`config.mk`:
```
export PLATFORM = sky130hd
export DESIGN_NAME = tpx_queue
export DESIGN_NICKNAME = d
export VERILOG_FILES = /design/src/rtl/tpx_pkg.sv /design/src/rtl/tpx_queue.sv
export VERILOG_INCLUDE_DIRS = /design/src /design/src/rtl
export SDC_FILE = /design/constraint.sdc
export NUM_CORES = 1
export LEC_CHECK = 0
export BUFFER_PORTS_ARGS = -buffer_cell sky130_fd_sc_hd__buf_2
export CAP_MARGIN = 20
export CORE_MARGIN = 4
export CORE_UTILIZATION = 28
export DETAILED_ROUTE_END_ITERATION = 16
export GPL_ROUTABILITY_DRIVEN = 1
export GPL_TIMING_DRIVEN = 1
export SLEW_MARGIN = 10
export SYNTH_ARGS = -nofsm -noshare
export SYNTH_HDL_FRONTEND = slang
export SYNTH_SLANG_ARGS = --single-unit
export TNS_END_PERCENT = 50
```
`constraint.sdc`:
```
create_clock -name clk -period 7.6 [get_ports clk]
set_clock_uncertainty 0.15 [all_clocks]
set_input_delay 0.38 -clock clk [delete_from_list [all_inputs] [get_ports clk]]
set_output_delay 0.38 -clock clk [all_outputs]
set_load 0.005 [all_outputs]
```
`src/rtl/assert_macros.svh`:
```
// ----------------------------------------------------------------------------
// assert_macros.svh
// Shared assertion macros for the palette pixel expander.
// ----------------------------------------------------------------------------
`ifndef ASSERT_MACROS_SVH
`define ASSERT_MACROS_SVH

// same-cycle implication
`define TPX_ASSERT_IMP(label, clk, rst_n, ante, cons, msg) \
	label: assert property (@(posedge clk) disable iff (!rst_n) (ante) |-> (cons)) \
		else $error(msg);

// next-cycle implication
`define TPX_ASSERT_NXT(label, clk, rst_n, ante, cons, msg) \
	label: assert property (@(posedge clk) disable iff (!rst_n) (ante) |=> (cons)) \
		else $error(msg);

`endif

```
`src/rtl/tpx_pkg.sv`:
```
// ----------------------------------------------------------------------------
// tpx_pkg
// Types and constants shared by the palette pixel expander.
// ----------------------------------------------------------------------------
`default_nettype none

package tpx_pkg;

	localparam int NUM_PALETTES = 16;
	localparam int PAL_SEL_W    = (NUM_PALETTES > 1) ? $clog2(NUM_PALETTES) : 1;
	localparam int ENTRY_W      = 8;
	localparam int STORE_DEPTH  = NUM_PALETTES * 256;
	localparam int STORE_AW     = PAL_SEL_W + ENTRY_W;

	localparam int COLOR_W = 15;
	localparam int COORD_W = 15;
	localparam int CFG_W   = 9;
	localparam int ADDR_W  = 30;

	localparam logic [COLOR_W-1:0] MAGENTA = 15'h7C1F;

	// queue between front and back
	localparam int QDEPTH = 4;
	localparam int QPTR_W = 2;
	localparam int QCNT_W = 3;

	// input command codes
	localparam logic CMD_LOAD  = 1'b0;
	localparam logic CMD_PIXEL = 1'b1;

	// configuration register indexes
	localparam logic CFG_CELLS_ACROSS = 1'b0;
	localparam logic CFG_CELLS_DOWN   = 1'b1;

	typedef struct packed {
		logic                is_pixel;
		logic                pal_ok;
		logic                pix_zero;
		logic [STORE_AW-1:0] store_addr;
		logic [COLOR_W-1:0]  color;
		logic [COORD_W-1:0]  row;
		logic [COORD_W-1:0]  col;
	} op_t;

	// queue status toward its producer and consumer
	typedef struct packed {
		logic full;
		logic avail;
	} q_stat_t;

endpackage

`default_nettype wire

```
`src/rtl/tpx_queue.sv`:
```
// ----------------------------------------------------------------------------
// tpx_queue
// Short FIFO of decoded operations between front and back.
// ----------------------------------------------------------------------------
`default_nettype none
`include "assert_macros.svh"

module tpx_queue (
	input  logic             clk,
	input  logic             arst_n,
	input  logic             push,
	input  tpx_pkg::op_t     push_op,
	input  logic             pop,
	output tpx_pkg::op_t     head_op,
	output tpx_pkg::q_stat_t q_stat
);

	tpx_pkg::op_t                entries_q [tpx_pkg::QDEPTH];
	logic [tpx_pkg::QPTR_W-1:0]  wr_ptr_q;
	logic [tpx_pkg::QPTR_W-1:0]  rd_ptr_q;
	logic [tpx_pkg::QCNT_W-1:0]  count_q;

	assign head_op      = entries_q[rd_ptr_q];
	assign q_stat.full  = (count_q == tpx_pkg::QCNT_W'(tpx_pkg::QDEPTH));
	assign q_stat.avail = (count_q != '0);

	always_ff @(posedge clk or negedge arst_n) begin
		if (!arst_n) begin
			wr_ptr_q <= '0;
			rd_ptr_q <= '0;
			count_q  <= '0;
		end else begin
			if (push)
				wr_ptr_q <= wr_ptr_q + 1'b1;
			if (pop)
				rd_ptr_q <= rd_ptr_q + 1'b1;
			if (push && !pop)
				count_q <= count_q + 1'b1;
			else if (pop && !push)
				count_q <= count_q - 1'b1;
		end
	end

	always_ff @(posedge clk) begin
		if (push)
			entries_q[wr_ptr_q] <= push_op;
	end

	`TPX_ASSERT_IMP(a_no_overflow, clk, arst_n, push, !q_stat.full, "push into full queue")
	`TPX_ASSERT_IMP(a_no_underflow, clk, arst_n, pop, q_stat.avail, "pop from empty queue")

endmodule

`default_nettype wire

```
==> key figures, run 1 <==
Status
  – Status: completed

STA
  – Worst slew pin tran: 988 ps
  – Final Cycle Share: 44.0%
  – Setup violations, final: 0
  – Relative slew slack: between 30 and 40%
  – Achievable Freq: roughly 0.30 GHz
  – Max Slew Vio Count: 0
  – TNS Setup: 0 ps
  – Unrepaired setup endpoints after global routing: false
  – Final Hold Fails: 0
  – Fin crit period: 3340 ps

Route
  – Total DRC errors in the routed layout: 0
  – Antenna violation net count after detailed routing: 0
  – Via Count: about 4200
  – Wirelength per Cell: ~17 um
  – Vias per cell: approximately 4.2
  – Final WL: 17400 um
  – Drt first-iter violations: between 150 and 200
  – First-pass DRT Iterations: 4

Cells and area
  – Multi-input logic area: 1570 um2
  – Seq. cell area: roughly 7400 um2
  – Final nets: roughly 620
  – Layout cell share with drive strength beyond 1: between 40% and 50%
  – Layout Area Growth over Synthesis: 27.3%
  – # fillers: between 2000 and 3000
  – Final Cell Area: 11600 um2

Floorplan
  – Rows: 65
  – Die X: ~190 um
  – Core Area: approximately 32000 um2
  – Initial Utilization: between 20 and 30%
  – Area of the die: around 36000 um2
  – I/O Pins: between 100 and 150
  – Die height: around 190 um

Synthesis
  – Synth area leader: edfxtp_1
  – Syn Area/Cell: 26.2 um2
  – Multiplexer area fraction after synthesis: between 10% and 20%
  – Top_reg_cell synth: edfxtp_1
  – Synth Area in XOR/XNOR: less than 1%
  – #FFs+latches synth: ~250
  – Syn Inst Count: about 350
  – Largest family of logic cells by synthesized area: multiplexers
  – Post-synthesis simple-gate area fraction: less than 1%
  – Post-synthesis sequential area ratio: between 80% and 90%
  – Yosys warning total: 0
  – Synth Net Count: 418
  – Post-Syn Area: between 9000 and 10000 um2
  – Ys async rst share: 2.83%
  – Most common cell in the netlist: edfxtp_1
  – Post-synthesis compound-gate area fraction: less than 1%
  – Yosys cell types: 20
  – Top post-synthesis cells by count: edfxtp_1, mux4_2, dfrtp_1
  – Post-synthesis adder-cell area fraction: less than 1%
  – Share of the synthesized area in the top cell type: about four fifths
  – Main area contributors after synthesis: edfxtp_1, mux4_2, dfrtp_1
  – EDFF count, synth: 240

CTS
  – Max clock buf depth: 3
  – Htree depth: 1
  – Clock Tree Root: clkbuf_16
  – CTS tree: built
  – CTS Sinks: 247
  – Latest clock arrival within the worst-skew pair: 530 ps
  – Clock Pin Slew Worst Setup and Hold Paths: 60 ps
  – Num CTS Buffers: 27
  – Postcts setup bufs: 0

Setup path
  – Reg2Reg Setup Slack: 5550 ps
  – Critical path peak fanout: 33
  – Critical R2R Capture: entries_q[1][10]$_DFFE_PP_
  – Crit path from: rd_ptr_q[0]$_DFFE_PN0P_
  – R2R depth: 3
  – Critical path required time: around 7000 ps
  – CP Launch Type: flip-flop
  – Kind of end point of the critical path: output port
  – Critical path class: flip-flop to output port
  – Worst path arrival time: between 2000 and 3000 ps
  – Crit Reg-Reg Startpoint: wr_ptr_q[1]$_DFFE_PN0P_

GRT
  – First-pass GRT wire length: roughly 27000 um
  – GR Util All Layers: 9.70%
  – Initial antenna violation count: 1
  – Gr busiest metal: met2
  – Met3 GRT Util: ~2.5%
  – Vias in the first global route: between 4000 and 5000
  – Overflow after GRT: 0
  – M2 GR Usage: 17.3%
  – Largest net degree at the start of global routing: 62
  – Met1 Resource Use GR: around an eighth

Pwr
  – Tot Pwr: around 0.0041 W
  – Cell Pwr Density: roughly 360 nW/um2
  – Maximum vdd ir drop: approximately 0.2 mV
  – Pleak: between 3 and 4 nW

Placed design
  – Port Buffers: between 100 and 150
  – Placed Area: about 10000 um2
  – RD Place Congestion: 0.683
  – Dpl hpwl: between 9000 and 10000 um

Job
  – Max cap viols: 0

Min path
  – HP Class: primary input to asynchronous set/reset pin
cell families (layout without fill, tap and decap cells):
kind of cell	count (synthesis)	count (layout)
flip-flops	247	247
multiplexers	61	61
buffers and inverters	18	240
AND/OR/NAND/NOR	9	9
adder cells (fa/ha/maj)	6	6
XOR/XNOR	6	6
AO/OA/AOI/OAI	1	1
other	0	1
power by group:
part | total, W | switching, W | internal, W
Clock | 0.00121 | 0.000492 | 0.000713
Sequential | 0.00198 | 0.000185 | 0.00179
Combinational | 0.000962 | 0.000429 | 0.000532
stage by stage:
step | worst slack [ps] | utilization, % | hold WS, ps | instances
5_1_grt | 3950 | 36.4 | 95.5 | 1006
2_1_floorplan | 4990 | - | -65.6 | 348
4_1_cts | 4100 | 36.4 | 33.0 | 1005
3_5_place_dp | 4700 | 31.8 | 73.7 | 895
3_3_place_gp | 4700 | 31.8 | 67.8 | 895
6_report | 4260 | 36.4 | 70.3 | 1006
cell type report:
type / count / area share (%)
clock buffer: 37 / 6.40
tap: 435 / 4.69
multi-input combinational: 83 / 13.5
antenna: 1 / 0.0216
timing repair buffer: 189 / 10.9
clock inverter: 10 / 0.711
sequential: 247 / 63.6
inverter: 4 / 0.129
flip-flops by register name (all words and copies together), names as in the netlist:
signal / flops
entries_q: 240
count_q: 3
rd_ptr_q: 2
wr_ptr_q: 2
critical path, cell delays in order, from the launching register on:
cell and delay [ps]:
dfrtp_4 880, buf_4 630, mux4_1 620, buf_2 140
placed cells by master, fill, tap and decap left out, drive strengths merged:
cell type	count
and2	4
buf	126
bufinv	1
clkbuf	37
clkinv	7
clkinvlp	1
dfrtp	7
diode	1
dlygate4sd3	63
edfxtp	240
fa	1
ha	5
inv	5
mux2	1
mux4	60
nand2	2
nor2	1
nor3b	1
o21ai	1
or3	1
xnor2	2
xor2	4
routing by layer:
layer  up-vias  part of all wire (%)
met4         0                   2.9
met3        32                   5.6
met2       118                    51
met5         -                     0
met1      2176                    40
li1       1901                     -
how the worst max path moves through the flow:
| stage | endpoint | cells after the start |
|---|---|---|
| finish | head_op[46] | 3 |
| global route | head_op[46] | 3 |
| CTS | head_op[46] | 3 |
| detailed placement | head_op[46] | 3 |
| global placement | head_op[46] | 3 |
| floorplan | entries_q[2][0]$_DFFE_PP_ | 3 |
what timing repair did:
| action | CTS | global route |
|---|---|---|
| resized for setup | 0 | 0 |
| endpoints found under the hold margin | 251 | 0 |
| hold buffers | 63 | 0 |
Power figures use the tool's default switching activity.
==> run 2: changes to the inputs <==
- ABC_AREA: unset -> 1
- clock period: 7.6 -> 3.4 ns (I/O delays scaled with it)
==> run 2 against run 1 <==
Net effect: via count increased by 43%; synthesized area increased by 13%; core utilization decreased by 0.93 points; global-route usage increased by 1.2 points; critical endpoint is now head_op[36]; power increased to 2.6 times the previous value; register-to-register slack got worse by 4300 ps; largest cell class unchanged; highest routed layer is now met5; cell area increased by 12%; sequential share of layout area decreased by 6.6 points; die area increased by 13%; non-clock buffer count increased by 13; critical path depth increased by 1.
==> key figures, run 2 <==
Synthesis
  – Top post-synthesis cells by count: edfxtp_1, nand2_1, inv_1 (was edfxtp_1, mux4_2, dfrtp_1)
  – Post-synthesis sequential area ratio: 71.4% (was 80.9%)
  – Top_reg_cell synth: edfxtp_1 (unchanged)
  – Yosys cell types: 21 (was 20)
  – Synth Net Count: 819 (was 418)
  – Ys async rst share: 2.83% (unchanged)
  – Most common cell in the netlist: edfxtp_1 (unchanged)
  – Post-Syn Area: 10300 um2 (was 9120 um2)
  – Share of the synthesized area in the top cell type: 69.7% (was 79.0%)
  – Syn Area/Cell: 13.8 um2 (was 26.2 um2)
  – Yosys warning total: 0 (unchanged)
  – Main area contributors after synthesis: edfxtp_1, o211ai_2, nand2_1 (was edfxtp_1, mux4_2, dfrtp_1)
  – #FFs+latches synth: 247 (unchanged)
  – Syn Inst Count: 749 (was 348)
  – EDFF count, synth: 240 (unchanged)
  – Synth area leader: edfxtp_1 (unchanged)

Cells and area
  – Final core occ: 35.5% (was 36.4%)
  – Layout Area Growth over Synthesis: 25.4% (was 27.3%)
  – # fillers: 3502 (was 2956)
  – Antenna cells: 0 (was 1)
  – Reg with most FFs: entries_q (unchanged)
  – Layout cell share with drive strength beyond 1: 26.4% (was 40.2%)
  – Commonest non-fill, non-tap cell in the layout: edfxtp_1 (unchanged)
  – Biggest registers after layout: entries_q: 240 flops, count_q: 3 flops (unchanged)
  – Multi-input logic area: 2110 um2 (was 1570 um2)
  – Final nets: 1010 (was 622)
  – Most frequent cells in the layout: edfxtp_1, nand2_1, inv_1 (was edfxtp_1, buf_2, dlygate4sd3_1)
  – Seq. cell area: 7390 um2 (unchanged)
  – Max reg flops: 240 (unchanged)

Setup path
  – Critical R2R Capture: entries_q[3][3]$_DFFE_PP_ (was entries_q[1][10]$_DFFE_PP_)
  – Critical path class: flip-flop to output port (unchanged)
  – Crit path buffers/inverters: 2 (unchanged)
  – Critical path required time: 3080 ps (was 7070 ps)
  – CP endpoint: head_op[36] (was head_op[46])
  – Kind of end point of the critical path: output port (unchanged)
  – Worst path arrival time: 2450 ps (was 2810 ps)
  – Worst path depth: 4 (was 3)
  – Crit Reg-Reg Startpoint: wr_ptr_q[0]$_DFFE_PN0P_ (was wr_ptr_q[1]$_DFFE_PN0P_)
  – Slowest CP cell: dfrtp_4 (unchanged)
  – Critical path peak fanout: 33 (unchanged)
  – CP cell instances: buf_4 > o211ai_2 > nand2_1 > buf_2 (was buf_4 > mux4_1 > buf_2)
  – Top Family by Delay on Critical Path: flip-flops (unchanged)
  – Reg2Reg Setup Slack: 1250 ps (was 5550 ps)
  – R2R depth: 4 (was 3)
  – Crit-path max cell delay: 790 ps (was 880 ps)
  – Crit path from: rd_ptr_q[1]$_DFFE_PN0P_ (was rd_ptr_q[0]$_DFFE_PN0P_)
  – CP Launch Type: flip-flop (unchanged)

Route
  – Final WL: 22200 um (was 17400 um)
  – Via Count: 6057 (was 4227)
  – Wirelength per Cell: 15.5 um (was 17.3 um)
  – Antenna violation net count after detailed routing: 0 (unchanged)
  – Total DRC errors in the routed layout: 0 (unchanged)
  – Vias per cell: 4.24 (was 4.20)
  – First-pass DRT Iterations: 4 (unchanged)
  – Drt first-iter violations: 236 (was 151)

GRT
  – Vias in the first global route: 6203 (was 4818)
  – Largest net degree at the start of global routing: 52 (was 62)
  – GR Util All Layers: 11.0% (was 9.70%)
  – Initial antenna violation count: 1 (unchanged)
  – First-pass GRT wire length: 35500 um (was 27300 um)
  – Overflow after GRT: 0 (unchanged)

Floorplan
  – I/O Pins: 126 (unchanged)
  – Rows: 70 (was 65)
  – Core Area: 36500 um2 (was 31900 um2)
  – Die X: 200 um (was 189 um)
  – Die height: 200 um (was 189 um)
  – Area of the die: 40000 um2 (was 35500 um2)
  – Initial Utilization: 28.3% (was 28.6%)

CTS
  – Clock Tree Root: clkbuf_16 (unchanged)
  – Latest clock arrival within the worst-skew pair: 550 ps (was 530 ps)
  – Max clock buf depth: 3 (unchanged)
  – Htree depth: 1 (unchanged)
  – Num CTS Buffers: 28 (was 27)
  – CTS tree: built (unchanged)
  – Resize count post-CTS: 0 (unchanged)
  – CTS Sinks: 247 (unchanged)
  – Clock Pin Slew Worst Setup and Hold Paths: 60 ps (about the same)

Pwr
  – Maximum vdd ir drop: 0.493 mV (was 0.199 mV)
  – Pleak: 5.19 nW (was 3.96 nW)
  – Cell Pwr Density: 826 nW/um2 (was 357 nW/um2)

Placed design
  – Port Buffers: 125 (unchanged)
  – Dpl hpwl: 13100 um (was 9900 um)
  – RD Place Congestion: 0.691 (was 0.683)

STA
  – Final Cycle Share: roughly four fifths
  – Unrepaired setup endpoints after global routing: false (unchanged)
  – Fin crit period: between 2000 and 3000 ps
  – Max Slew Vio Count: 0 (unchanged)
  – Final Hold Fails: 0 (unchanged)
  – Relative slew slack: 49.2% (was 34.1%)
  – Achievable Freq: roughly 0.36 GHz
  – Setup violations, final: 0 (unchanged)
  – Worst slew pin tran: 761 ps (was 988 ps)
  – TNS Setup: 0 ps (unchanged)

Status
  – Status: completed (unchanged)

Job
  – Max cap viols: 0 (unchanged)

Min path
  – HP Class: primary input to flip-flop (was primary input to asynchronous set/reset pin)
[run 2: cell types whose count changed after synthesis, moves of 18 or more]
cell / delta
buf_6: +18
inv_1: +127
nand2_1: +192
mux4_2: -58
o211ai_1: +52
o211ai_2: +68
[run 2: through the flow]
stage | instance area, um2 | hold slack [ps] | total power [W] | worst slack [ps] | std cells
floorplan | 10300 | -276 | 0.00667 | 998 | 749
global placement | 11400 | -130 | 0.00785 | 1160 | 1314
detailed placement | 11400 | -134 | 0.00792 | 1150 | 1314
CTS | 13000 | 161 | 0.0110 | 517 | 1429
global route | 13000 | 202 | 0.0114 | 475 | 1429
finish | 13000 | 218 | 0.0107 | 632 | 1429
[run 2: metal layers]
metal	share of wire [%]	global-route usage [%]	wire length, um	up-vias
li1	-	-	-	2977
met1	42	13.5	9400	2911
met2	51	19.5	11200	125
met3	4.9	2.77	1080	42
met4	2.1	2.43	462	2
met5	0.054	0	12	-
[run 2: cell type report]
cell class              instances  share of cell area, %
flip-flops and latches        247                   57.0
multi-input cells             329                   16.3
repair buffers                202                   11.4
clock buffers                  38                   5.93
well taps                     468                   4.52
inverters                     132                   3.86
clock inverters                13                  0.994
[run 2: cell families (layout without fill, tap and decap cells)]
kind of cell,Yosys count,after routing,share of synthesized area [%]
buf+inv,173,385,8.14
simple gates,198,198,7.24
fa+ha+maj,6,6,0.799
flops,247,247,71.4
compound gates,121,121,12.1
xor+xnor,4,4,0.339
[run 2: worst reg2reg max path: stages, from the launching register on]
cell and delay, ps:
dfrtp_1 420, ha_1 210, nand2_1 70, clkinv_2 570, buf_12 450
[run 2: worst min path at each step]
stage                 from                         end  slack, ps  depth (start not counted)
6_report       push_op[33]  entries_q[3][33]$_DFFE_PP_        220                          2
5_1_grt        push_op[26]  entries_q[2][26]$_DFFE_PP_        200                          2
4_1_cts        push_op[45]  entries_q[1][45]$_DFFE_PP_        160                          2
3_5_place_dp        arst_n      count_q[0]$_DFFE_PN0P_       -130                          1
3_3_place_gp        arst_n      count_q[0]$_DFFE_PN0P_       -130                          1
2_1_floorplan       arst_n      count_q[0]$_DFFE_PN0P_       -280                          0
[run 2: timing repair]
item                                   4_1_cts  5_1_grt
hold buffers                                64        0
endpoints found under the hold margin      253        0
setup buffers                                0        0
[run 2: report_power, final]
part | internal (W) | total, W | switching [W]
Clock | 0.00173 | 0.00292 | 0.00119
Combinational | 0.00136 | 0.00341 | 0.00205
Sequential | 0.00399 | 0.00437 | 0.000380
