[src/rtl/assert_macros.svh]
// ----------------------------------------------------------------------------
// assert_macros.svh
// Shared assertion macros for the palette pixel expander.
// ----------------------------------------------------------------------------
`ifndef ASSERT_MACROS_SVH
`define ASSERT_MACROS_SVH

// same-cycle implication
`define TPX_ASSERT_IMP(label, clk, rst_n, ante, cons, msg) \
	label: assert property (@(posedge clk) disable iff (!rst_n) (ante) |-> (cons)) \
		else $error(msg);

// next-cycle implication
`define TPX_ASSERT_NXT(label, clk, rst_n, ante, cons, msg) \
	label: assert property (@(posedge clk) disable iff (!rst_n) (ante) |=> (cons)) \
		else $error(msg);

`endif

[src/rtl/tpx_pkg.sv]
// ----------------------------------------------------------------------------
// tpx_pkg
// Types and constants shared by the palette pixel expander.
// ----------------------------------------------------------------------------
`default_nettype none

package tpx_pkg;

	localparam int NUM_PALETTES = 16;
	localparam int PAL_SEL_W    = (NUM_PALETTES > 1) ? $clog2(NUM_PALETTES) : 1;
	localparam int ENTRY_W      = 8;
	localparam int STORE_DEPTH  = NUM_PALETTES * 256;
	localparam int STORE_AW     = PAL_SEL_W + ENTRY_W;

	localparam int COLOR_W = 15;
	localparam int COORD_W = 15;
	localparam int CFG_W   = 9;
	localparam int ADDR_W  = 30;

	localparam logic [COLOR_W-1:0] MAGENTA = 15'h7C1F;

	// queue between front and back
	localparam int QDEPTH = 4;
	localparam int QPTR_W = 2;
	localparam int QCNT_W = 3;

	// input command codes
	localparam logic CMD_LOAD  = 1'b0;
	localparam logic CMD_PIXEL = 1'b1;

	// configuration register indexes
	localparam logic CFG_CELLS_ACROSS = 1'b0;
	localparam logic CFG_CELLS_DOWN   = 1'b1;

	typedef struct packed {
		logic                is_pixel;
		logic                pal_ok;
		logic                pix_zero;
		logic [STORE_AW-1:0] store_addr;
		logic [COLOR_W-1:0]  color;
		logic [COORD_W-1:0]  row;
		logic [COORD_W-1:0]  col;
	} op_t;

	// queue status toward its producer and consumer
	typedef struct packed {
		logic full;
		logic avail;
	} q_stat_t;

endpackage

`default_nettype wire

[src/rtl/tpx_if.sv]
// ----------------------------------------------------------------------------
// tpx_in_if / tpx_out_if
// Valid/ready channels for input words and result words.
// ----------------------------------------------------------------------------
`default_nettype none

interface tpx_in_if;
	logic       valid;
	logic       ready;
	logic       cmd;
	logic [3:0] palette_num;
	logic [7:0] entry_index;
	logic [14:0] color_word;
	logic [8:0] cell_col;
	logic [8:0] cell_row;
	logic [11:0] pixel_offset;
	logic [7:0] pixel_value;

	modport source (output valid, cmd, palette_num, entry_index, color_word, cell_col,
		cell_row, pixel_offset, pixel_value, input ready);
	modport sink (input valid, cmd, palette_num, entry_index, color_word, cell_col,
		cell_row, pixel_offset, pixel_value, output ready);
endinterface


`default_nettype wire

[src/rtl/tpx_front.sv]
// ----------------------------------------------------------------------------
// tpx_front
// Accepts input words, classifies load vs pixel and un-swizzles the tile
// offset into image row/column before queuing.
// ----------------------------------------------------------------------------
`default_nettype none

module tpx_front (
	tpx_in_if.sink         req,
	input  tpx_pkg::q_stat_t q_stat,
	output logic           push,
	output tpx_pkg::op_t   push_op
);

	logic [7:0] idx;

	assign req.ready = !q_stat.full;
	assign push      = req.valid && !q_stat.full;

	// loads address by entry_index, pixels by their palette index
	assign idx = (req.cmd == tpx_pkg::CMD_PIXEL) ? req.pixel_value : req.entry_index;

	always_comb begin
		push_op.is_pixel   = (req.cmd == tpx_pkg::CMD_PIXEL);
		push_op.pal_ok     = (32'(req.palette_num) < tpx_pkg::NUM_PALETTES);
		push_op.pix_zero   = (req.pixel_value == 8'd0);
		push_op.store_addr = {tpx_pkg::PAL_SEL_W'(req.palette_num), idx};
		push_op.color      = req.color_word;
		// offset = ty:tx:y:x, three bits each
		push_op.row        = {req.cell_row, req.pixel_offset[11:9], req.pixel_offset[5:3]};
		push_op.col        = {req.cell_col, req.pixel_offset[8:6], req.pixel_offset[2:0]};
	end

endmodule

`default_nettype wire

[src/flat_wrapper.sv]
// flat-port wrapper written by rule: the top's interface ports become plain ports
module tpx_front_flat 
  (q_stat, push, push_op, req_valid, req_cmd, req_palette_num, req_entry_index, req_color_word, req_cell_col, req_cell_row, req_pixel_offset, req_pixel_value, req_ready);
  tpx_in_if req_i ();
  input  tpx_pkg::q_stat_t q_stat;
  output logic push;
  output tpx_pkg::op_t push_op;
  input wire logic [$bits(req_i.valid)-1:0] req_valid;
  input wire logic [$bits(req_i.cmd)-1:0] req_cmd;
  input wire logic [$bits(req_i.palette_num)-1:0] req_palette_num;
  input wire logic [$bits(req_i.entry_index)-1:0] req_entry_index;
  input wire logic [$bits(req_i.color_word)-1:0] req_color_word;
  input wire logic [$bits(req_i.cell_col)-1:0] req_cell_col;
  input wire logic [$bits(req_i.cell_row)-1:0] req_cell_row;
  input wire logic [$bits(req_i.pixel_offset)-1:0] req_pixel_offset;
  input wire logic [$bits(req_i.pixel_value)-1:0] req_pixel_value;
  output wire logic [$bits(req_i.ready)-1:0] req_ready;
  assign req_i.valid = req_valid;
  assign req_i.cmd = req_cmd;
  assign req_i.palette_num = req_palette_num;
  assign req_i.entry_index = req_entry_index;
  assign req_i.color_word = req_color_word;
  assign req_i.cell_col = req_cell_col;
  assign req_i.cell_row = req_cell_row;
  assign req_i.pixel_offset = req_pixel_offset;
  assign req_i.pixel_value = req_pixel_value;
  assign req_ready = req_i.ready;
  tpx_front u_core (.req(req_i), .q_stat(q_stat), .push(push), .push_op(push_op));
endmodule
[config.mk]
export PLATFORM = sky130hd
export DESIGN_NAME = tpx_front_flat
export DESIGN_NICKNAME = d
export VERILOG_FILES = /design/src/rtl/assert_macros.svh /design/src/rtl/tpx_pkg.sv /design/src/rtl/tpx_if.sv /design/src/rtl/tpx_front.sv /design/src/flat_wrapper.sv
export SDC_FILE = /design/constraint.sdc
export NUM_CORES = 1
export LEC_CHECK = 0
export BUFFER_PORTS_ARGS = -buffer_cell sky130_fd_sc_hd__buf_2
export CORE_AREA = 2 2 52 54
export DETAILED_ROUTE_END_ITERATION = 6
export DIE_AREA = 0 0 54 56
export GPL_TIMING_DRIVEN = 0
export PLACE_DENSITY = 0.76
export SLEW_MARGIN = 20
export SYNTH_ARGS = -nofsm -noshare
export SYNTH_HDL_FRONTEND = slang
export SYNTH_SLANG_ARGS = --single-unit
export TNS_END_PERCENT = 50
[constraint.sdc]
create_clock -name vclk -period 1
set_clock_uncertainty 0.15 [all_clocks]
set_input_delay 0 -clock vclk [all_inputs]
set_output_delay 0 -clock vclk [all_outputs]
set_load 0.01 [all_outputs]
==> out/qor.txt, run 1 <==
status = finished, violations left
failing checks = negative setup slack
initial antenna violation count = 0
starting density of the core = 21.0%
main combinational cell family by area after synthesis = buffers and inverters
Synth Area in Compound Gates = 0%
Post-Synth XOR/XNOR Area = 0%
Crit. Startpoint = req_pixel_value[2]
Max stage delay on crit path = 0.50 ns
vias per cell = 3.67
Hold WC Path Type = input port to primary output
drc violations = 0
Synth Instances = 66
Synth cell types = 8
Max rail drop VDD = 0.000268 V
Post-Syn Nets = 135
Synth Cell Area = 510 µm²
final-report hold violation count = 0
Area after DPL = 943 µm²
Seq cells = 0
Rows = 18
area delta synth->final = 89.5%
Finished Cell Area = 967 µm²
leading cell types in the layout, fill and taps excluded = 78 x buf_2, 52 x buf_4, 8 x mux2_2, 2 x buf_6
Synth Area in Simple Gates = 4.90%
Post-Layout Cell Count = 176
share of cells above drive strength 1 = 96.6%
global-route wire length before repair = 2.13 mm
Hold Path Depth = 2
Worst EP arrival = 0.87 ns
final net count = 217
final slew viol count = 0
Placeable Area = 2430 µm²
Fmax = 984 MHz
PD cells = 448 nW/µm²
crit path max fanout = 2
number of buffers added on ports = 79
number of max-cap violations = 0
CP bufs+invs = 2
RSZ-0062 raised after global routing = true
gr ovfl total = 0
min cycle time layout = 1.02 ns
post-synthesis adder-cell area fraction = 0%
largest net degree at the start of global routing = 9
I/O Pins = 131
Detailed Routing Iterations Pass 1 = 2
Final setup viols = 1
DRT Wirelength = 1.59 mm
number of antenna diodes = 0
Final ANT Viol Nets = 0
Slowest-stage cell, CP = or4_1
CP endpoint kind = primary output
Yosys warnings = 0
sequential area share after synthesis = 0%
worst-path cell chain = buf_6 -> or4_1 -> nor2_1 -> buf_2
commonest non-fill, non-tap cell in the layout = buf_2
crit path kind = input port to primary output
hold_buf cts = 0
sequential cell area = 0 µm²
P_leak = 0.617 nW
final-layout clock buffer total = 0
gr usage total = 8.38%
Hold Path Sink = push_op[14]
Avg Inst Size Synth = 7.73 µm²
data required time of the worst path = 0.85 ns
HPWL after DPL = 1.49 mm
hold path startpoint = req_cell_col[8]
number of global-route vias before repair = 540
vias = 646
Die Ht = 56 µm
critical path startpoint category = input port
fin crit share = 102%
post-layout util = 39.8%
die area = 3020 µm²
setup ws final = -0.0159 ns
DP Cell Count = 175
CP top delay family = simple AND/OR/NAND/NOR gates
chip width = 54 µm
Placer Congestion = 0.655
mux cell area share after synthesis = 17.6%
Routed WL per cell = 9.02 µm
initial drt markers = 2
==> cell usage after synthesis <==
cell type	count	area, µm²
mux2_2	8	90.1
nor2_1	1	3.75
buf_2	1	5.00
inv_1	1	3.75
buf_4	51	383
or4_1	2	15.0
nor2b_1	1	6.26
conb_1	1	3.75
==> metal layers <==
layer | GRT usage, % | part of all wire (%)
met1 | 8.49 | 27
met2 | 18.3 | 52
met3 | 0.269 | 21
met4 | 0 | 0
met5 | 0 | 0
==> power breakdown <==
part	internal [mW]	total, mW	switching (mW)
registers	0	0	0
clock network	0	0	0
logic	0.271	0.434	0.163
==> stage by stage <==
stage / hold slack [ns] / TNS (ns) / setup WS [ns] / total power [mW]
4_1_cts: 0.0342 / -0.0365 / -0.0365 / 0.437
2_1_floorplan: -0.106 / 0 / 0.153 / 0.266
5_1_grt: 0.0359 / -0.0420 / -0.0420 / 0.470
3_5_place_dp: 0.0343 / -0.0602 / -0.0602 / 0.428
3_3_place_gp: 0.0335 / -0.0484 / -0.0484 / 0.424
6_report: 0.0331 / -0.0159 / -0.0159 / 0.434
==> final cells by class <==
class              instances  area, µm²
fillers                  261       1470
repair buffers            80        415
plain buffers             52        388
multi-input cells         13        123
well taps                 30       37.5
inverters                  1       3.75
==> how the worst max path moves through the flow <==
| stage | endpoint | slack (ns) | depth (start not counted) |
|---|---|---|---|
| 6_report | push_op[57] | -0.02 | 4 |
| 5_1_grt | push_op[57] | -0.04 | 4 |
| 4_1_cts | push_op[57] | -0.04 | 4 |
| 3_5_place_dp | push_op[57] | -0.06 | 4 |
| 3_3_place_gp | push_op[57] | -0.05 | 4 |
| 2_1_floorplan | push_op[57] | 0.15 | 2 |
==> timing repair <==
action | 4_1_cts | 5_1_grt
hold endpoints to repair | 0 | 0
pin swaps | 3 | 0
setup buffers | 1 | 0
endpoints found under the setup margin | 1 | 1
gates resized for setup | 2 | 1
==> kinds of logic after synthesis <==
logic type	count (synthesis)
other	1
muxes	8
buffers and inverters	53
and+or+nand+nor	4
No activity file was read; power rests on OpenSTA's default activity.
==> inputs of run 2 (changes only) <==
--- a/config.mk
+++ b/config.mk
@@ -9,7 +9,7 @@
 export CORE_AREA = 2 2 52 54
 export DETAILED_ROUTE_END_ITERATION = 6
 export DIE_AREA = 0 0 54 56
-export GPL_TIMING_DRIVEN = 0
+export GPL_TIMING_DRIVEN = 1
 export PLACE_DENSITY = 0.76
 export SLEW_MARGIN = 20
 export SYNTH_ARGS = -nofsm -noshare
==> run 2 against run 1 <==
Net effect:
- the flow still finishes with violations (negative setup slack)
- via count shrank 21%
- non-clock buffer count shrank 49
- cell area shrank 9.6%
- critical path type unchanged
- largest cell class unchanged
- largest power group unchanged
==> out/qor.txt, run 2 (synthesis gave the netlist of run 1 again) <==
global-route wire length before repair = 2.06 mm (-3.2%)
gr ovfl total = 0 (unchanged)
failing checks = negative setup slack
PD cells = 425 nW/µm² (-5.2%)
die area = 3020 µm² (unchanged)
sequential cell area = 0 µm² (unchanged)
final-layout clock buffer total = 0 (unchanged)
setup ws final = -0.0160 ns (-0.0000127 ns)
footprint of the multi-input gates = 134 µm² (+9.2%)
share of cells above drive strength 1 = 46.4% (-50 points)
Max rail drop VDD = 0.000277 V (+3.5%)
fin crit share = 102% (about the same)
Final setup viols = 1 (unchanged)
Flop pwr share = 0% (unchanged)
number of global-route vias before repair = 503 (-6.9%)
vias per cell = 4.01 (+9.2%)
final net count = 168 (-23%)
critical path startpoint category = input port
chip width = 54 µm (unchanged)
number of antenna diodes = 0 (unchanged)
Die Ht = 56 µm (unchanged)
Placeable Area = 2430 µm² (unchanged)
FILL cells = 249 (-4.6%)
Fmax = 984 MHz (about the same)
NetSw = 0.151 mW (-7.6%)
Detailed Routing Iterations Pass 1 = 1 (-1)
I/O Pins = 131 (unchanged)
sw frac = 40.5% (+2.9 points)
starting density of the core = 21.0% (unchanged)
CP endpoint kind = primary output
leading cell types in the layout, fill and taps excluded = 49 x dlygate4sd3_1, 26 x buf_2, 8 x mux2_2, 5 x buf_6, 3 x buf_4
status = finished, violations left
Int Power = 0.221 mW (-18%)
total negative slack = -0.0160 ns (-0.0000127 ns)
area delta synth->final = 71.3%
initial antenna violation count = 0 (unchanged)
initial drt markers = 0 (-2)
DRT Wirelength = 1.61 mm (+1.3%)
Hold Path Depth = 3 (+1)
number of max-cap violations = 0 (unchanged)
Crit. Startpoint = req_pixel_value[0]
Hold WS = 0.0923 ns (+0.0593 ns)
final-report hold violation count = 0 (unchanged)
vias = 509 (-21%)
Setup crit end = push_op[57]
largest net degree at the start of global routing = 10 (+1)
Final ANT Viol Nets = 0 (unchanged)
Rows = 18 (unchanged)
Routed WL per cell = 12.7 µm (+40%)
crit path kind = input port to primary output
final slew viol count = 0 (unchanged)
HPWL after DPL = 918 µm (-38%)
Seq cells = 0 (unchanged)
Worst EP arrival = 0.87 ns (about the same)
gr usage total = 8.54% (+0.16 points)
crit path max fanout = 2 (unchanged)
data required time of the worst path = 0.85 ns (about the same)
Hold WC Path Type = input port to primary output
Finished Cell Area = 875 µm² (-9.6%)
Area after DPL = 323 µm² (-66%)
Placer Congestion = 0.646 (-1.3%)
post-layout util = 36.0% (-3.8 points)
commonest non-fill, non-tap cell in the layout = dlygate4sd3_1
drc violations = 0 (unchanged)
P_leak = 0.400 nW (-35%)
Logic pwr share = 100.0% (about the same)
RSZ-0062 raised after global routing = true
min cycle time layout = 1.02 ns (+0.0000127 ns)
DP Cell Count = 76 (-57%)
Post-Layout Cell Count = 127 (-28%)
clock share of power = 0% (unchanged)
number of buffers added on ports = 31 (-61%)
[run 2: metrics by stage]
step | total power [mW] | setup WS (ns)
final | 0.372 | -0.0160
after global routing | 0.398 | -0.0331
after CTS | 0.361 | -0.0301
after detailed placement | 0.130 | -0.0542
after global placement | 0.131 | -0.0551
after floorplan | 0.266 | 0.153
[run 2: worst min-delay path by stage]
stage | start | end | slack (ns)
after CTS | q_stat[1] | req_ready | 0.09
after floorplan | q_stat[1] | req_ready | -0.11
after detailed placement | req_cell_col[6] | push_op[12] | -0.15
after global routing | q_stat[1] | req_ready | 0.11
final | q_stat[1] | req_ready | 0.09
after global placement | req_cell_col[6] | push_op[12] | -0.15
[run 2: power by group through the flow]
stage | combinational, mW | sequential [mW] | clock [mW]
6_report | 0.372 | 0 | 0
5_1_grt | 0.398 | 0 | 0
4_1_cts | 0.361 | 0 | 0
3_5_place_dp | 0.130 | 0 | 0
3_3_place_gp | 0.131 | 0 | 0
2_1_floorplan | 0.266 | 0 | 0
[run 2: timing repair]
item / in CTS / in global routing
endpoints found under the hold margin: 49 / 0
pin swaps: 3 / 2
gates resized for setup: 3 / 6
setup buffers: 1 / 1
endpoints found under the setup margin: 1 / 1
hold buffers: 49 / 0
[run 2: metal layers]
layer | track usage [%] | routed length (µm)
met1 | 7.69 | 377
met2 | 19.3 | 954
met3 | 0.806 | 276
met4 | 0 | 0
met5 | 0 | 0
[run 2: area by class of cell]
cell class / count / share of cell area, %
timing repair buffer: 83 / 80.0
tap: 30 / 4.29
multi-input combinational: 13 / 15.3
inverter: 1 / 0.429
[run 2: critical path, stage by stage]
cell and delay (ns):
buf_6 0.09, or4_4 0.54, nor2_4 0.12, buf_6 0.10
==> inputs of run 3 (changes only) <==
--- a/config.mk
+++ b/config.mk
@@ -6,9 +6,8 @@
 export NUM_CORES = 1
 export LEC_CHECK = 0
 export BUFFER_PORTS_ARGS = -buffer_cell sky130_fd_sc_hd__buf_2
-export CORE_AREA = 2 2 52 54
+export CORE_UTILIZATION = 20
 export DETAILED_ROUTE_END_ITERATION = 6
-export DIE_AREA = 0 0 54 56
 export GPL_TIMING_DRIVEN = 1
 export PLACE_DENSITY = 0.76
 export SLEW_MARGIN = 20
==> constraint.sdc (replaced) <==
create_clock -name vclk -period 0.9
set_clock_uncertainty 0.15 [all_clocks]
set_input_delay 0 -clock vclk [all_inputs]
set_output_delay 0 -clock vclk [all_outputs]
set_load 0.01 [all_outputs]
==> run 3 against run 2 <==
Net effect:
- the flow still finishes with violations (negative setup slack)
- via count is 4.7% lower
- sequential share of layout area is the same
- largest power group unchanged
- clock-buffer cell count is the same
- largest cell class unchanged
- global-route usage down 0.068 points
==> out/qor.txt, run 3 (synthesis gave the netlist of run 1 again) <==
number of max-cap violations = 0 (unchanged)
Detailed Routing Iterations Pass 1 = 2 (+1)
final-report hold violation count = 0 (unchanged)
gr usage total = 8.47% (-0.068 points)
HPWL after DPL = 970 µm (+5.7%)
drc violations = 0 (unchanged)
fin crit share = 111%
Hold Path Sink = req_ready
Max rail drop VDD = 0.000216 V (-22%)
global-route wire length before repair = 1.85 mm (-10%)
Slowest-stage cell, CP = or4_1
initial antenna violation count = 0 (unchanged)
Seq cells = 0 (unchanged)
CP endpoint kind = primary output
Post-Layout Cell Count = 126 (-0.79%)
largest net degree at the start of global routing = 10 (unchanged)
vias per cell = 3.85 (-4.0%)
starting density of the core = 22.0% (+1.0 points)
Worst EP arrival = 0.85 ns (-0.02 ns)
Hold WC Path Type = input port to primary output
worst-path cell chain = buf_6 -> or4_1 -> nor2_1 -> buf_2
P_leak = 0.399 nW (-0.28%)
DRT Wirelength = 1.67 mm (+3.7%)
setup ws final = -0.0969 ns (-0.0809 ns)
die area = 2760 µm² (-8.8%)
DP Cell Count = 76 (unchanged)
Placeable Area = 2320 µm² (-4.7%)
leading cell types in the layout, fill and taps excluded = 49 x dlygate4sd3_1, 28 x buf_2, 8 x mux2_2, 4 x buf_4, 3 x buf_6
footprint of the multi-input gates = 119 µm² (-11%)
gr ovfl total = 0 (unchanged)
Routed WL per cell = 13.2 µm (+4.5%)
sequential cell area = 0 µm² (unchanged)
Die Ht = 52.5 µm (-6.2%)
crit path max fanout = 2 (unchanged)
CP bufs+invs = 2 (unchanged)
data required time of the worst path = 0.75 ns (-0.10 ns)
Final ANT Viol Nets = 0 (unchanged)
Rows = 17 (-1)
I/O Pins = 131 (unchanged)
Hold Path Depth = 3 (unchanged)
status = finished, violations left
number of global-route vias before repair = 390 (-22%)
number of antenna diodes = 0 (unchanged)
Placement Setup Slack = -0.0950 ns (-0.0408 ns)
Fmax = 1000 MHz
share of cells above drive strength 1 = 43.9% (-2.5 points)
final net count = 169 (+0.60%)
final slew viol count = 0 (unchanged)
PD cells = 485 nW/µm² (+14%)
RSZ-0062 raised after global routing = true
failing checks = negative setup slack
CP top delay family = simple AND/OR/NAND/NOR gates
commonest non-fill, non-tap cell in the layout = dlygate4sd3_1
min cycle time layout = 0.997 ns
chip width = 52.5 µm (-2.7%)
FILL cells = 240 (-3.6%)
vias = 485 (-4.7%)
critical path startpoint category = input port
Final setup viols = 1 (unchanged)
initial drt markers = 1 (+1)
Max stage delay on crit path = 0.51 ns (-0.03 ns)
number of buffers added on ports = 31 (unchanged)
crit path kind = input port to primary output
area delta synth->final = 66.9%
Placer Congestion = 0.623 (-3.6%)
final-layout clock buffer total = 0 (unchanged)
hold path startpoint = q_stat[1]
[run 3: cell count changes in the layout (fill, tap and decap cells not counted), sizes merged]
cell | before | now
buf | 34 | 35
[run 3: how the worst max path moves through the flow]
stage | startpoint | endpoint | slack, ns | cells after the start
floorplan | req_pixel_value[0] | push_op[57] | 0.05 | 2
global placement | req_pixel_value[0] | push_op[57] | -0.08 | 4
detailed placement | req_pixel_value[0] | push_op[57] | -0.09 | 4
CTS | req_pixel_value[2] | push_op[57] | -0.09 | 4
global route | req_pixel_value[5] | push_op[57] | -0.17 | 4
finish | req_pixel_value[5] | push_op[57] | -0.1 | 4
[run 3: power breakdown]
part	internal (mW)	switching, mW	total, mW
clock network	0	0	0
logic	0.244	0.170	0.413
registers	0	0	0
total	0.244	0.170	0.413
[run 3: through the flow]
step / TNS [ns] / hold slack (ns) / util (%) / cell area (µm²) / total power, mW
after floorplan: 0 / -0.106 / - / 510 / 0.296
after global placement: -0.0823 / -0.150 / 14.5 / 335 / 0.162
after detailed placement: -0.0950 / -0.150 / 14.5 / 335 / 0.158
after CTS: -0.0851 / 0.0916 / 35.9 / 832 / 0.406
after global routing: -0.169 / 0.0997 / 36.8 / 852 / 0.438
final: -0.0969 / 0.0919 / 36.8 / 852 / 0.413
[run 3: cell type report]
cell class	count	share of cell area (%)
Inverter	1	0.441
Tap cell	28	4.11
Multi-Input combinational cell	13	14.0
Timing Repair Buffer	84	81.5
[run 3: routing by layer]
layer	up-vias	part of all wire (%)	global-route usage [%]
met5	-	0	0
met4	0	0	0.439
met3	0	12	2.90
met1	209	33	10.4
li1	221	-	-
met2	55	55	14.8
[run 3: timing repair]
item / in CTS / in global routing
endpoints found under the hold margin: 49 / 0
hold buffers: 49 / 0
cloned: 0 / 0
setup buffers: 0 / 1
resized for setup: 1 / 2
endpoints found under the setup margin: 1 / 1
pin swaps: 2 / 2
